===== src/sv/glos_pkg.sv =====
// Shared types, constants and helpers for the grid line-of-sight checker.
// Used by every module of the block but the RAM; no dependencies.
package glos_pkg;

	// grid store geometry and point format
	localparam int MAX_ROWS  = 256;
	localparam int MAX_COLS  = 256;
	localparam int FRAC_BITS = 16;
	localparam int PT_W      = 28;
	localparam int ROW_W     = $clog2(MAX_ROWS);
	localparam int COL_W     = $clog2(MAX_COLS);
	localparam int ADDR_W    = ROW_W + COL_W;
	localparam int MAP_DEPTH = MAX_ROWS * MAX_COLS;
	localparam int CRD_W     = PT_W - FRAC_BITS;
	localparam int DIM_W     = 9;

	// crossing parameters, unsigned Q2.30
	localparam int T_W       = 32;
	localparam int T_FRAC    = 30;
	localparam int DIST_W    = FRAC_BITS + 1;
	localparam int MAG_W     = PT_W + 1;
	localparam logic [T_W-1:0] T_INF   = '1;
	localparam logic [T_W-1:0] TIE_EPS = T_W'(1) << (T_FRAC - 16);

	// walk length guard
	localparam int GUARD_MAX = MAX_ROWS + MAX_COLS + 2;
	localparam int GUARD_W   = $clog2(GUARD_MAX + 1);

	// item commands
	localparam logic CMD_WRITE = 1'b0;
	localparam logic CMD_QUERY = 1'b1;

	// register indexes
	localparam logic REG_ROWS = 1'b0;
	localparam logic REG_COLS = 1'b1;

	typedef struct packed {
		logic                   command;
		logic [7:0]             cell_row;
		logic [7:0]             cell_col;
		logic                   blocked;
		logic signed [PT_W-1:0] start_x;
		logic signed [PT_W-1:0] start_z;
		logic signed [PT_W-1:0] end_x;
		logic signed [PT_W-1:0] end_z;
	} item_t;

	// saturating add of crossing parameters
	function automatic logic [T_W-1:0] sat_add(input logic [T_W-1:0] a, input logic [T_W-1:0] b);
		logic [T_W:0] s;
		s = {1'b0, a} + {1'b0, b};
		return s[T_W] ? T_INF : s[T_W-1:0];
	endfunction

endpackage


===== src/sv/glos_front.sv =====
// Front end: accepts items and holds them in a two-entry queue for the walker.
// Depends on glos_pkg.
module glos_front import glos_pkg::*; (
	input  logic  clk,
	input  logic  arst_n,
	input  logic  push,
	input  item_t push_item,
	output logic  full,
	output logic  head_valid,
	output item_t head_item,
	input  logic  deq
);

	item_t      slot_q [2];
	logic       wp_q, rp_q;
	logic [1:0] cnt_q;
	logic       do_push, do_pop;

	assign full       = cnt_q == 2'd2;
	assign head_valid = cnt_q != 2'd0;
	assign head_item  = slot_q[rp_q];
	assign do_push    = push && !full;
	assign do_pop     = deq && head_valid;

	// payload slots
	always_ff @(posedge clk) begin
		if (do_push)
			slot_q[wp_q] <= push_item;
	end

	// pointers and fill count
	always_ff @(posedge clk or negedge arst_n) begin
		if (!arst_n) begin
			wp_q  <= 1'b0;
			rp_q  <= 1'b0;
			cnt_q <= 2'd0;
		end else begin
			if (do_push)
				wp_q <= !wp_q;
			if (do_pop)
				rp_q <= !rp_q;
			cnt_q <= cnt_q + {1'b0, do_push} - {1'b0, do_pop};
		end
	end

endmodule


===== config.mk =====
export PLATFORM = sky130hd
export DESIGN_NAME = glos_front
export DESIGN_NICKNAME = d
export VERILOG_FILES = /design/src/sv/glos_pkg.sv /design/src/sv/glos_front.sv
export SDC_FILE = /design/constraint.sdc
export NUM_CORES = 1
export LEC_CHECK = 0
export BUFFER_PORTS_ARGS = -buffer_cell sky130_fd_sc_hd__buf_2
export CAP_MARGIN = 20
export CORE_AREA = 5 5 189 191
export CTS_BUF_LIST = sky130_fd_sc_hd__clkbuf_8 sky130_fd_sc_hd__clkbuf_16
export DETAILED_ROUTE_END_ITERATION = 16
export DIE_AREA = 0 0 194 196
export GPL_TIMING_DRIVEN = 0
export PLACE_DENSITY_LB_ADDON = 0.05
export SLEW_MARGIN = 10
export SYNTH_ARGS = -nofsm -noshare
export SYNTH_HDL_FRONTEND = slang
export SYNTH_SLANG_ARGS = --single-unit

===== constraint.sdc =====
create_clock -name clk -period 7.4 [get_ports clk]
set_input_delay 1.11 -clock clk [delete_from_list [all_inputs] [get_ports clk]]
set_output_delay 1.11 -clock clk [all_outputs]
set_load 0.02 [all_outputs]

==> reports/qor.txt <==
Sequential cell area: 7910 sq um
DP Worst Slack: 4.66 ns
Total Routing Usage GR: 10.7%
Syn nets: 559
Grt total ovfl: 0
Die ar.: 38000 sq um
Total power: 5560 uW
VDD IR max: 0.197 mV
Clock power share: 26.6%
Clock skew: 0.0211 ns
Pins Over Slew Limit: 0
Switching Share: 31.4%
Reg power frac: 38.0%
Crit Path Max Fanout: 10
Final Cell Area: 13100 sq um
Internal power: 3820 uW
Clk Latency, worst-skew pair: 0.54 ns
Req. time, crit path: 6.29 ns
Final min period: 3.00 ns
FF+latch count, synth: 264
Hold Path Class: input port to async pin
Data arrival, critical path: 1.89 ns
CTS tree: done
Vias in the first global route: 5381
DP Area: 12000 sq um
Slew HR: 58.8%
WL final: 21.4 mm
RSZ-0062 raised after global routing: no
Initial DRC count: 153
Setup repair bufs after CTS: 0
Chip Width: 194 microns
Final core area utilization: 38.4%
Comb power frac: 35.4%
# resized after CTS: 0
Clk sinks: 264
Synth-to-layout area growth: 31.1%
Final worst-path cycle share: 40.6%
Setup CP Type: flip-flop to primary output
Synth Instances: 423
RePlAce Congestion: 0.689
Dpl hpwl: 15.5 mm
Max_cap viols: 0
Final worst slack: 4.40 ns
Fraction of layout cells with a size suffix above 1: 61.9%
Most common cell after layout, fill and taps aside: buf_2
FP Rows: 68
Multi-input gate area in the final layout: 1910 sq um
Setup-failing EPs final: 0
Root Driver: clkbuf_16
Syn_area_per_cell: 23.5 sq um
Initial antenna violation count: 8
Post-synth top area share: 78.4%
Leak: 0.00515 uW
Starting Density: 29.3%
Setup TNS Final: 0 ns
Critical Path Source Type: flip-flop
Seq/Total Area, Yosys: 79.4%
Largest cells by area after synthesis: edfxtp_1 (78%), mux2_4 (14%), mux2_2 (4.5%)
Critical Path Sink Type: primary output
Fillers: 3178
Power per cell area: 426 nW/um^2
Status: completed
Maximum number of pins on one net before global-route repair: 52
Hold-fix buffer count after cts: 0
Nets@finish: 863
Commonest cells after routing, fill and taps aside: buf_2 (269), edfxtp_1 (260), mux2_4 (90)
Synth area leader: edfxtp_1
Worst-Margin Slew: 0.616 ns
IO Count: 266
Final ANT Viol Nets: 0
# H-tree levels: 1
Vias: 4928
Top achievable clock speed: 333 MHz
Drt first pass iters: 4
CTS buffer count: 30
Global-route wire length before repair: 31.7 mm
Net Sw Power: 1750 uW
Via-to-Cell Ratio: 4.07
Die height: 196 microns
Final routed DRC violation total: 0
Worst-path clk slew: 0.06 ns
Core Footprint: 33900 sq um
Synth Cell Area: 9960 sq um
Yosys warnings: 0
Final Hold Viols: 0
Port Buffers: 265
Count of cell types in the netlist: 17
Post-DR wirelength/cell: 17.7 microns
Clock Path Buffers: 3
[cells by family after synthesis]
group | count (synthesis) | synth area share (%)
buffers and inverters | 17 | 1.56
and+or+nand+nor | 6 | 0.327
DFF | 264 | 79.4
muxes | 130 | 18.1
xor gates and xnor gates | 4 | 0.352
adders and majority gates | 2 | 0.251
[state kept, by name, indices dropped and copies added (netlist names)]
name and cells:
rp_q 1, wp_q 1, cnt_q 2, slot_q 260
[critical path, cell delays in order, from the launching register on]
cell,delay [ns]
dfrtp_1,0.34
buf_6,0.12
buf_8,0.19
buf_6,0.21
mux2_4,0.31
buf_2,0.17
[power groups by stage]
stage,Clock [uW],Combinational [uW],Sequential [uW]
global placement,0,1940,2250
detailed placement,0,2030,2150
CTS,1540,2040,2120
finish,1480,1970,2110
global route,1590,2110,2140
floorplan,0,1360,2190
[routing by layer]
metal | vias up | track usage [%] | wire [microns]
met5 | - | 0 | 68
met4 | 12 | 2.76 | 547
met3 | 41 | 4.81 | 1990
met2 | 174 | 18.4 | 10700
met1 | 2394 | 12.2 | 8160
li1 | 2307 | - | -
[through the flow]
| step | instances | hold slack, ns |
|---|---|---|
| after global routing | 1208 | 0.339 |
| after CTS | 1206 | 0.324 |
| after floorplan | 423 | 0.461 |
| final | 1210 | 0.363 |
| after global placement | 1143 | 0.476 |
| after detailed placement | 1150 | 0.515 |
[worst paths after layout]
kind	slack [ns]	cells past startpoint	startpoint	end
max in group asynchronous	6.91	1	arst_n	rp_q$_DFFE_PN0P_
worst min register to register	0.52	1	cnt_q[0]$_DFF_PN0_	cnt_q[0]$_DFF_PN0_
worst min-delay path	0.36	1	arst_n	wp_q$_DFFE_PN0N_
worst max-delay path	4.40	5	rp_q$_DFFE_PN0P_	head_item[49]
worst max register to register	5.36	5	cnt_q[1]$_DFF_PN0_	slot_q[0][95]$_DFFE_PP_
min in group clk	0.52	1	cnt_q[0]$_DFF_PN0_	cnt_q[0]$_DFF_PN0_
[cell usage after synthesis (all sizes together)]
cell and instances:
and2 1, nand2b 1, edfxtp 260, dfrtp 4, buf 15, xnor2 3
nor2 1, and3 1, inv 2, or2 1, mux2 130, xor2 1
nand2 1, ha 2
[cell type report]
type	instances	area share [%]
Antenna cell	4	0.0767
Timing Repair Buffer	272	11.4
Sequential cell	264	60.6
Clock inverter	25	1.81
Buffer	15	1.13
Inverter	2	0.0575
Tap cell	455	4.36
Clock buffer	31	5.94
Multi-Input combinational cell	142	14.6
Note: power is estimated with default switching activity, not from simulation.
